--- src/rtl/lfu_pkg.sv ---
// ----------------------------------------------------------------------------
// lfu_pkg
// Shared widths, action codes and the control/status bundles of the
// least-frequently-used slot replacement unit.
// ----------------------------------------------------------------------------
package lfu_pkg;

  localparam int KEY_ID_W   = 8;
  localparam int SLOT_IDX_W = 4;
  localparam int ACTION_W   = 2;
  localparam int EVICT_W    = 8;
  localparam int COUNT_W    = 16;
  localparam int CFG_W      = 5;

  localparam logic [CFG_W-1:0]   SLOTS_RESET = 5'd16;
  localparam logic [COUNT_W-1:0] COUNT_MAX   = 16'hFFFF;

  typedef logic [ACTION_W-1:0] action_t;

  localparam action_t ACT_HIT     = 2'd0;
  localparam action_t ACT_FILL    = 2'd1;
  localparam action_t ACT_REPLACE = 2'd2;

  // controller to datapath
  typedef struct packed {
    logic start;
    logic scan;
    logic commit;
  } lfu_cmd_t;

  // datapath to controller
  typedef struct packed {
    logic key_valid;
    logic scan_done;
    logic out_free;
  } lfu_status_t;

endpackage

--- src/rtl/lfu_ifs.sv ---
// ----------------------------------------------------------------------------
// lfu channel interfaces
// Valid/ready channels for keys, results and the slot count register.
// ----------------------------------------------------------------------------
interface lfu_req_if;
  import lfu_pkg::*;
  logic                valid;
  logic                ready;
  logic [KEY_ID_W-1:0] key_id;
  modport source (output valid, output key_id, input ready);
  modport sink   (input valid, input key_id, output ready);
endinterface

interface lfu_rsp_if;
  import lfu_pkg::*;
  logic                  valid;
  logic                  ready;
  logic [SLOT_IDX_W-1:0] slot_index;
  action_t               action;
  logic [EVICT_W-1:0]    evicted_key;
  logic [COUNT_W-1:0]    use_count;
  modport source (output valid, output slot_index, output action, output evicted_key,
                  output use_count, input ready);
  modport sink   (input valid, input slot_index, input action, input evicted_key,
                  input use_count, output ready);
endinterface

interface lfu_cfg_if;
  import lfu_pkg::*;
  logic             valid;
  logic             ready;
  logic [CFG_W-1:0] slots_in_use;
  modport source (output valid, output slots_in_use, input ready);
  modport sink   (input valid, input slots_in_use, output ready);
endinterface

--- src/rtl/lfu_ctrl.sv ---
// ----------------------------------------------------------------------------
// lfu_ctrl
// Sequencer: accept a key, scan the slots one per cycle, then commit the
// update and the result word.
// ----------------------------------------------------------------------------
module lfu_ctrl (
  input  logic                clk,
  input  logic                rst,
  input  logic                in_valid,
  output logic                in_ready,
  input  lfu_pkg::lfu_status_t status,
  output lfu_pkg::lfu_cmd_t    cmd
);
  import lfu_pkg::*;

  localparam logic [1:0] S_IDLE  = 2'd0;
  localparam logic [1:0] S_SCAN  = 2'd1;
  localparam logic [1:0] S_WRITE = 2'd2;

  logic [1:0] state;
  logic [1:0] state_next;

  always_ff @(posedge clk) begin
    if (rst) begin
      state <= S_IDLE;
    end else begin
      state <= state_next;
    end
  end

  always_comb begin
    state_next = state;
    cmd        = '0;
    in_ready   = 1'b0;
    unique case (state)
      S_IDLE: begin
        in_ready = 1'b1;
        // key zero is taken and dropped
        if (in_valid && status.key_valid) begin
          cmd.start  = 1'b1;
          state_next = S_SCAN;
        end
      end
      S_SCAN: begin
        cmd.scan = 1'b1;
        if (status.scan_done) begin
          state_next = S_WRITE;
        end
      end
      S_WRITE: begin
        if (status.out_free) begin
          cmd.commit = 1'b1;
          state_next = S_IDLE;
        end
      end
      default: begin
        state_next = S_IDLE;
      end
    endcase
  end

endmodule

--- src/rtl/lfu_dpath.sv ---
// ----------------------------------------------------------------------------
// lfu_dpath
// Slot storage, scan pointer, running victim search, rank bookkeeping and
// the result register.
// ----------------------------------------------------------------------------
module lfu_dpath #(
  parameter int MAX_SLOTS = 16,
  parameter int KEY_BITS  = 8
) (
  input  logic                              clk,
  input  logic                              rst,
  input  lfu_pkg::lfu_cmd_t                 cmd,
  output lfu_pkg::lfu_status_t              status,
  input  logic [lfu_pkg::KEY_ID_W-1:0]      key_id,
  input  logic                              cfg_valid,
  input  logic [lfu_pkg::CFG_W-1:0]         cfg_data,
  input  logic                              out_ready,
  output logic                              out_valid,
  output logic [lfu_pkg::SLOT_IDX_W-1:0]    out_slot_index,
  output lfu_pkg::action_t                  out_action,
  output logic [lfu_pkg::EVICT_W-1:0]       out_evicted_key,
  output logic [lfu_pkg::COUNT_W-1:0]       out_use_count
);
  import lfu_pkg::*;

  localparam int IDX_W  = (MAX_SLOTS > 1) ? $clog2(MAX_SLOTS) : 1;
  localparam int FILL_W = $clog2(MAX_SLOTS + 1);

  logic [KEY_BITS-1:0] slot_key   [MAX_SLOTS];
  logic [COUNT_W-1:0]  slot_count [MAX_SLOTS];
  logic [IDX_W-1:0]    slot_rank  [MAX_SLOTS];
  logic [FILL_W-1:0]   filled;
  logic [CFG_W-1:0]    slots_in_use;

  logic [KEY_BITS-1:0] key_in;
  logic [KEY_BITS-1:0] cur_key;
  logic [IDX_W-1:0]    scan_idx;
  logic [IDX_W-1:0]    best_idx;
  logic [COUNT_W-1:0]  best_count;
  logic [IDX_W-1:0]    best_rank;
  logic [KEY_BITS-1:0] best_key;

  logic [IDX_W-1:0]    tgt;
  action_t             act;
  logic [COUNT_W-1:0]  new_count;
  logic [KEY_BITS-1:0] evict_key;
  logic [IDX_W-1:0]    evict_rank;

  logic [7:0]          cfg_wide;
  logic [7:0]          last_wide;
  logic [IDX_W-1:0]    last_idx;
  logic [KEY_BITS-1:0] rd_key;
  logic [COUNT_W-1:0]  rd_count;
  logic [IDX_W-1:0]    rd_rank;
  logic                is_empty;
  logic                is_match;
  logic                take_cur;
  logic [IDX_W-1:0]    nb_idx;
  logic [COUNT_W-1:0]  nb_count;
  logic [IDX_W-1:0]    nb_rank;
  logic [KEY_BITS-1:0] nb_key;
  logic [COUNT_W-1:0]  sat_count;
  logic [FILL_W-1:0]   filled_m1;
  logic                out_free;

  assign key_in = KEY_BITS'(key_id);

  // last visible slot: zero counts as one, clamp at the array size
  assign cfg_wide = 8'(slots_in_use);
  always_comb begin
    if (cfg_wide == 8'd0) begin
      last_wide = 8'd0;
    end else if (cfg_wide > 8'(MAX_SLOTS)) begin
      last_wide = 8'(MAX_SLOTS - 1);
    end else begin
      last_wide = cfg_wide - 8'd1;
    end
  end
  assign last_idx = last_wide[IDX_W-1:0];

  assign rd_key   = slot_key[scan_idx];
  assign rd_count = slot_count[scan_idx];
  assign rd_rank  = slot_rank[scan_idx];
  assign is_empty = (rd_key == '0);
  assign is_match = (rd_key == cur_key);

  // lowest count wins, oldest insertion breaks a tie; slot 0 seeds the search
  assign take_cur = (scan_idx == '0) || (rd_count < best_count) ||
                    ((rd_count == best_count) && (rd_rank < best_rank));
  assign nb_idx   = take_cur ? scan_idx : best_idx;
  assign nb_count = take_cur ? rd_count : best_count;
  assign nb_rank  = take_cur ? rd_rank  : best_rank;
  assign nb_key   = take_cur ? rd_key   : best_key;

  assign sat_count = (rd_count == COUNT_MAX) ? rd_count : rd_count + COUNT_W'(1);
  assign filled_m1 = filled - FILL_W'(1);

  assign out_free = !out_valid || out_ready;

  assign status.key_valid = (key_in != '0);
  assign status.scan_done = is_empty || is_match || (scan_idx == last_idx);
  assign status.out_free  = out_free;

  always_ff @(posedge clk) begin
    if (rst) begin
      slots_in_use <= SLOTS_RESET;
    end else if (cfg_valid) begin
      slots_in_use <= cfg_data;
    end
  end

  // scan state
  always_ff @(posedge clk) begin
    if (cmd.start) begin
      cur_key  <= key_in;
      scan_idx <= '0;
    end
    if (cmd.scan) begin
      scan_idx   <= scan_idx + IDX_W'(1);
      best_idx   <= nb_idx;
      best_count <= nb_count;
      best_rank  <= nb_rank;
      best_key   <= nb_key;
      if (is_empty || is_match) begin
        tgt       <= scan_idx;
        act       <= is_empty ? ACT_FILL : ACT_HIT;
        new_count <= is_empty ? COUNT_W'(1) : sat_count;
        evict_key <= '0;
      end else if (scan_idx == last_idx) begin
        tgt        <= nb_idx;
        act        <= ACT_REPLACE;
        new_count  <= COUNT_W'(1);
        evict_key  <= nb_key;
        evict_rank <= nb_rank;
      end
    end
  end

  // slot keys and fill count; a zero key marks an empty slot
  always_ff @(posedge clk) begin
    if (rst) begin
      filled <= '0;
      for (int i = 0; i < MAX_SLOTS; i++) begin
        slot_key[i] <= '0;
      end
    end else if (cmd.commit) begin
      slot_key[tgt] <= cur_key;
      if (act == ACT_FILL && filled < FILL_W'(MAX_SLOTS)) begin
        filled <= filled + FILL_W'(1);
      end
    end
  end

  // counts and dense age ranks
  always_ff @(posedge clk) begin
    if (cmd.commit) begin
      slot_count[tgt] <= new_count;
      if (act == ACT_REPLACE) begin
        // close the gap left by the victim, across all occupied slots
        for (int i = 0; i < MAX_SLOTS; i++) begin
          if (slot_key[i] != '0 && slot_rank[i] > evict_rank) begin
            slot_rank[i] <= slot_rank[i] - IDX_W'(1);
          end
        end
        slot_rank[tgt] <= filled_m1[IDX_W-1:0];
      end else if (act == ACT_FILL) begin
        slot_rank[tgt] <= filled[IDX_W-1:0];
      end
    end
  end

  // result word
  always_ff @(posedge clk) begin
    if (rst) begin
      out_valid <= 1'b0;
    end else if (cmd.commit) begin
      out_valid <= 1'b1;
    end else if (out_ready) begin
      out_valid <= 1'b0;
    end
  end

  always_ff @(posedge clk) begin
    if (cmd.commit) begin
      out_slot_index  <= SLOT_IDX_W'(tgt);
      out_action      <= act;
      out_evicted_key <= EVICT_W'(evict_key);
      out_use_count   <= new_count;
    end
  end

`ifndef NO_ASSERTIONS
  a_commit_free: assert property (@(posedge clk) disable iff (rst)
    cmd.commit |-> out_free)
    else $error("commit while result word still held");

  a_word_after_commit: assert property (@(posedge clk) disable iff (rst)
    cmd.commit |=> out_valid)
    else $error("no result word after commit");

  a_fill_grows: assert property (@(posedge clk) disable iff (rst)
    (cmd.commit && act == ACT_FILL) |=> filled == $past(filled) + FILL_W'(1))
    else $error("fill count did not advance on a fill");

  a_evict_zero: assert property (@(posedge clk) disable iff (rst)
    (out_valid && out_action != ACT_REPLACE) |-> out_evicted_key == '0)
    else $error("evicted key set without a replacement");

  a_new_count_one: assert property (@(posedge clk) disable iff (rst)
    (out_valid && out_action != ACT_HIT) |-> out_use_count == COUNT_W'(1))
    else $error("new key does not start at count one");
`endif

endmodule

--- src/rtl/lfu_slot_replacement_unit.sv ---
// ----------------------------------------------------------------------------
// lfu_slot_replacement_unit
// Least-frequently-used slot replacement with oldest-first tie break.
//
//   channel  dir  word
//   req      in   key_id
//   rsp      out  slot_index, action, evicted_key, use_count
//   cfg      in   slots_in_use (always ready)
//
// A key is taken, then the slots are scanned (at most the visible slot count),
// then the update and the result word are committed; the single slot read port
// walks one slot per cycle. Key zero is taken with no word.
// The result register frees the unit once its word is loaded; a stalled rsp
// holds the next key in its commit cycle. Reset empties all slots at once.
// ----------------------------------------------------------------------------
module lfu_slot_replacement_unit #(
  parameter int MAX_SLOTS = 16,
  parameter int KEY_BITS  = 8
) (
  input  logic       clk,
  input  logic       rst,
  lfu_req_if.sink    req,
  lfu_rsp_if.source  rsp,
  lfu_cfg_if.sink    cfg
);
  import lfu_pkg::*;

  lfu_cmd_t    cmd;
  lfu_status_t status;

  assign cfg.ready = 1'b1;

  lfu_ctrl u_ctrl (
    .clk      (clk),
    .rst      (rst),
    .in_valid (req.valid),
    .in_ready (req.ready),
    .status   (status),
    .cmd      (cmd)
  );

  lfu_dpath #(
    .MAX_SLOTS (MAX_SLOTS),
    .KEY_BITS  (KEY_BITS)
  ) u_dpath (
    .clk             (clk),
    .rst             (rst),
    .cmd             (cmd),
    .status          (status),
    .key_id          (req.key_id),
    .cfg_valid       (cfg.valid),
    .cfg_data        (cfg.slots_in_use),
    .out_ready       (rsp.ready),
    .out_valid       (rsp.valid),
    .out_slot_index  (rsp.slot_index),
    .out_action      (rsp.action),
    .out_evicted_key (rsp.evicted_key),
    .out_use_count   (rsp.use_count)
  );

endmodule
--- src/flat_wrapper.sv ---
// flat-port wrapper written by rule: the top's interface ports become plain ports
module lfu_slot_replacement_unit_flat import lfu_pkg::*;
#(
  parameter int MAX_SLOTS = 16,
  parameter int KEY_BITS  = 8
)
  (clk, rst, req_valid, req_key_id, req_ready, rsp_valid, rsp_slot_index, rsp_action, rsp_evicted_key, rsp_use_count, rsp_ready, cfg_valid, cfg_slots_in_use, cfg_ready);
  lfu_req_if req_i ();
  lfu_rsp_if rsp_i ();
  lfu_cfg_if cfg_i ();
  input  logic clk;
  input  logic rst;
  input wire logic [$bits(req_i.valid)-1:0] req_valid;
  input wire logic [$bits(req_i.key_id)-1:0] req_key_id;
  output wire logic [$bits(req_i.ready)-1:0] req_ready;
  output wire logic [$bits(rsp_i.valid)-1:0] rsp_valid;
  output wire logic [$bits(rsp_i.slot_index)-1:0] rsp_slot_index;
  output wire logic [$bits(rsp_i.action)-1:0] rsp_action;
  output wire logic [$bits(rsp_i.evicted_key)-1:0] rsp_evicted_key;
  output wire logic [$bits(rsp_i.use_count)-1:0] rsp_use_count;
  input wire logic [$bits(rsp_i.ready)-1:0] rsp_ready;
  input wire logic [$bits(cfg_i.valid)-1:0] cfg_valid;
  input wire logic [$bits(cfg_i.slots_in_use)-1:0] cfg_slots_in_use;
  output wire logic [$bits(cfg_i.ready)-1:0] cfg_ready;
  assign req_i.valid = req_valid;
  assign req_i.key_id = req_key_id;
  assign req_ready = req_i.ready;
  assign rsp_valid = rsp_i.valid;
  assign rsp_slot_index = rsp_i.slot_index;
  assign rsp_action = rsp_i.action;
  assign rsp_evicted_key = rsp_i.evicted_key;
  assign rsp_use_count = rsp_i.use_count;
  assign rsp_i.ready = rsp_ready;
  assign cfg_i.valid = cfg_valid;
  assign cfg_i.slots_in_use = cfg_slots_in_use;
  assign cfg_ready = cfg_i.ready;
  lfu_slot_replacement_unit #(.MAX_SLOTS(MAX_SLOTS), .KEY_BITS(KEY_BITS)) u_core (.clk(clk), .rst(rst), .req(req_i), .rsp(rsp_i), .cfg(cfg_i));
endmodule
--- config.mk ---
export PLATFORM = sky130hd
export DESIGN_NAME = lfu_slot_replacement_unit_flat
export DESIGN_NICKNAME = d
export VERILOG_FILES = /design/src/rtl/lfu_pkg.sv /design/src/rtl/lfu_ifs.sv /design/src/rtl/lfu_ctrl.sv /design/src/rtl/lfu_dpath.sv /design/src/rtl/lfu_slot_replacement_unit.sv /design/src/flat_wrapper.sv
export SDC_FILE = /design/constraint.sdc
export NUM_CORES = 1
export LEC_CHECK = 0
export BUFFER_PORTS_ARGS = -buffer_cell sky130_fd_sc_hd__buf_4
export CORE_MARGIN = 2
export CORE_UTILIZATION = 39
export CTS_BUF_LIST = sky130_fd_sc_hd__clkbuf_4 sky130_fd_sc_hd__clkbuf_8
export CTS_CLUSTER_SIZE = 25
export DETAILED_ROUTE_END_ITERATION = 7
export PLACE_DENSITY = 0.53
export SLEW_MARGIN = 40
export SYNTH_ARGS = -nofsm -noshare
export SYNTH_HDL_FRONTEND = slang
export SYNTH_HIERARCHICAL = 1
export SYNTH_SLANG_ARGS = --single-unit
--- constraint.sdc ---
create_clock -name clk -period 5.1 [get_ports clk]
set_input_delay 0 -clock clk [delete_from_list [all_inputs] [get_ports clk]]
set_output_delay 0 -clock clk [all_outputs]
set_load 0.05 [all_outputs]
==> key figures <==
STA
  • RSZ-0062 raised after global routing: no
  • Relative slew margins: 0.412
  • Final setup fails: 0
  • Final hold vios: 0
  • Hold Slack: 51.0 ps
  • Worst slew pin tran: 881 ps
  • Max Slew Vio Count: 0
  • Tcrit/Tclk final: 0.949
  • Achievable Freq: about 210 MHz
  • Fin Clk Skew: 38.0 ps
  • Setup TNS: 0 ps
  • Tmin final: roughly 4800 ps

Pwr
  • Pint: 0.00884 W
  • Power Dens Cells: a little over 400 nW/um2
  • Maximum VDD drop: roughly 0.22 mV
  • Sw Ratio: 0.296
  • Gate power share: 0.223
  • P_leak: about 11 nW
  • Clock power share: 0.323
  • Psw: 0.00372 W
  • Flop pwr share: 0.454

Synthesis
  • Ys Warns: 6
  • Post-synth EDFFs: 556
  • Avg Inst Size Synth: 14.6 um2
  • Post-Syn Nets: 1962
  • Top-area cell type share of the netlist area: 0.621
  • Synth Register Bits: 573
  • Ys async rst share: 0
  • Commonest cells in the netlist: 556 x edfxtp_1, 113 x and2_1, 111 x mux4_2
  • Cell variety after synth: 66
  • Most frequent cell after synthesis: edfxtp_1
  • Cell types occupying the most area after synthesis: edfxtp_1 62%, mux4_2 9.3%, ha_1 4.9%
  • Sequential fraction of the synthesis area: 0.634
  • Syn Inst Count: 1838
  • Main flop type after synthesis: edfxtp_1
  • Synth area leader: edfxtp_1
  • Mapped Area: around 27000 um2

Floorplan
  • Die Y: 267 um
  • I/O pins: between 50 and 60
  • Die width: 267 um
  • Die ar.: between 70000 and 80000 um2
  • Initial Utilization: 0.393
  • Std-Cell Rows: 96
  • Core Area: 68500 um2

Global route
  • Vias in the first global route: 17000
  • Gr ovfl total: 0
  • First-pass GRT wire length: 109000 um
  • Global Route Usage Sum: 0.210
  • Initial antenna violation count: 2
  • Largest net degree at the start of global routing: 53

Layout
  • Area grow syn2layout: 14.7%
  • Layout cells sized above 1: 0.208
  • Layout Cells excl Fill: 2952
  • Layout fillers: 6209
  • Register area: 17000 um2
  • Nets@finish: 2116
  • Multi-input gate area: 9260 um2

Clock network
  • Post-CTS Hold Fix Bufs: 35
  • CTS H-tree depth: 3
  • Root buf cell: clkbuf_8
  • CTS Buffer Depth: 3
  • CTS buffer count: 98
  • Clock Latency Late Sink: 710 ps
  • CTS tree: yes
  • Post-CTS sizing: 0
  • Postcts setup bufs: 0
  • Reg clk slew, reported paths: 60 ps
  • Sink Count: 573

Route
  • Final ANT Viol Nets: 0
  • Drt via density: 5.65
  • 1st-pass router iterations: 5
  • Final WL: 74400 um
  • DR vias: 16700
  • Routed wire per std cell: 25.2 um
  • First DRT Iteration DRCs: around 1500
  • DRC errors left: 0

Min path
  • Min-Delay Path Class: input pin to flip-flop

Worst setup path
  • Cell Chain, Critical Path: buf_4 > nor2b_1 > a221oi_1 > a22oi_1 > o21ai_1 > ha_1 > nand4_1 > or3_1 > or4_1 > a2bb2oi_1 > o21a_1 > o21ai_1 > buf_4 > mux2_2 > and2_1
  • Crit-path max FO: 19
  • CP peak stage delay: 570 ps
  • Crit Path Class: flip-flop to flip-flop
  • Startpoint types: flip-flop
  • Crit-path slowest cell: dfxtp_2
  • Data arrival time of the worst path: 5290 ps
  • Worst EP required: approximately 5600 ps
  • Worst setup EP type: flip-flop

Place
  • DP Wirelength: 48400 um
  • Port Buf Inserts: 49
  • Placed cell count: roughly 2700
  • Final Wtd Congestion: roughly 0.86

Outcome
  • Outcome: finished, final reports clean

Job
  • Max-cap violation count: 0
-- cell usage in the layout, fill, tap and decap left out, types with 4 or more instances in the layout --
cell type,netlist,layout
and2_1,113,113
nand3_1,25,25
clkbuf_4,0,38
o21a_1,4,4
clkbuf_8,0,98
mux2_2,16,16
xnor2_1,20,19
buf_4,9,94
a21o_1,9,9
dfxtp_1,17,14
nand3b_1,5,5
dlygate4sd3_1,0,35
nor3_1,52,52
o22ai_1,10,10
buf_16,0,4
a22oi_1,36,36
o211ai_1,5,5
inv_1,72,69
nand4_1,23,23
mux4_2,111,111
nor4_1,50,50
nor2_2,0,11
a21oi_1,67,67
xor2_1,36,36
nand2b_1,26,25
clkinv_1,0,27
and3_1,5,5
nand2_1,87,86
nor2_4,0,7
nor2b_1,29,28
or2_2,9,9
mux2i_1,24,24
o21ai_0,83,67
edfxtp_1,556,556
clkinv_2,0,6
nor2_1,108,90
a22o_1,4,4
or3_1,8,8
o21ai_1,2,15
ha_1,106,106
-- metrics by stage --
| step | power, W | worst slack (ps) | utilization | cell area, um2 |
|---|---|---|---|---|
| after floorplan | 0.00765 | 61.1 | - | 26900 |
| after global placement | 0.00851 | 436 | 0.415 | 28400 |
| after detailed placement | 0.00857 | 310 | 0.417 | 28600 |
| after CTS | 0.0127 | 304 | 0.450 | 30800 |
| after global routing | 0.0131 | 39.6 | 0.450 | 30800 |
| final | 0.0126 | 258 | 0.450 | 30800 |
-- sequential cells by signal (all words and copies together), names as in the netlist, 5 cells and up, named ones only --
| signal | count |
|---|---|
| u_core/u_dpath/cur_key | 8 |
| u_core/u_dpath/slot_count | 256 |
| u_core/u_dpath/out_evicted_key | 8 |
| u_core/u_dpath/evict_key | 8 |
| u_core/u_dpath/slot_key | 128 |
| u_core/u_dpath/filled | 5 |
| u_core/u_dpath/best_count | 16 |
| u_core/u_dpath/slots_in_use | 5 |
| u_core/u_dpath/best_key | 8 |
| u_core/u_dpath/new_count | 16 |
| u_core/u_dpath/slot_rank | 64 |
| u_core/u_dpath/out_use_count | 16 |
-- power by group through the flow --
stage / registers (W) / clock network [W] / logic (W)
final: 0.00570 / 0.00405 / 0.00280
after global placement: 0.00579 / 0 / 0.00273
after global routing: 0.00572 / 0.00434 / 0.00302
after detailed placement: 0.00579 / 0 / 0.00277
after floorplan: 0.00568 / 0 / 0.00196
after CTS: 0.00570 / 0.00415 / 0.00281
-- metal layers --
metal	vias to the layer above	wire (um)	track usage	part of all wire
met4	2	1990	0.0692	0.027
met1	8629	32700	0.285	0.44
met3	125	3660	0.0330	0.049
met5	-	11	0	0.00015
li1	7420	-	-	-
met2	500	36100	0.344	0.48
-- cell type report --
class                   instances  area share
inverters                      72     0.00877
clock inverters                41     0.00824
well taps                     882      0.0358
clock buffers                 136      0.0530
multi-input cells            1108       0.300
repair buffers                139      0.0409
flip-flops and latches        573       0.553
diodes                          1   0.0000812
-- final timing paths --
kind | from | end | slack [ps] | depth (start not counted)
hold / removal | req_key_id[3] | u_core/u_dpath/cur_key[3]$_DFFE_PP_ | 50 | 2
setup / recovery | flip-flop | u_core/u_dpath/evict_key[6]$_SDFFCE_PP0P_ | 260 | 15
setup reg to reg | flip-flop | u_core/u_dpath/evict_key[6]$_SDFFCE_PP0P_ | 260 | 15
hold reg to reg | u_core/u_dpath/evict_key[6]$_SDFFCE_PP0P_ | u_core/u_dpath/out_evicted_key[6]$_DFFE_PP_ | 420 | 0
-- kinds of logic (layout without fill, tap and decap cells) --
| group | Yosys count | in the layout | share of synthesized area |
|---|---|---|---|
| and+or+nand+nor | 552 | 552 | 0.108 |
| other | 1 | 2 | 0.000140 |
| adders and majority gates | 107 | 107 | 0.0497 |
| AOI/OAI and AO/OA | 240 | 240 | 0.0542 |
| DFF | 573 | 573 | 0.634 |
| xor gates and xnor gates | 56 | 56 | 0.0183 |
| buffers and inverters | 157 | 388 | 0.0257 |
| muxes | 152 | 152 | 0.110 |
-- critical path, delay by kind of cell, from the launching register on --
kind                     cells  cell delay, ps
buffers and inverters        2             640
AND/OR/NAND/NOR              5            1640
flip-flops                   1             570
multiplexers                 1             380
AO/OA/AOI/OAI                6            1030
adder cells (fa/ha/maj)      1             330
No activity file was read; power rests on OpenSTA's default activity.
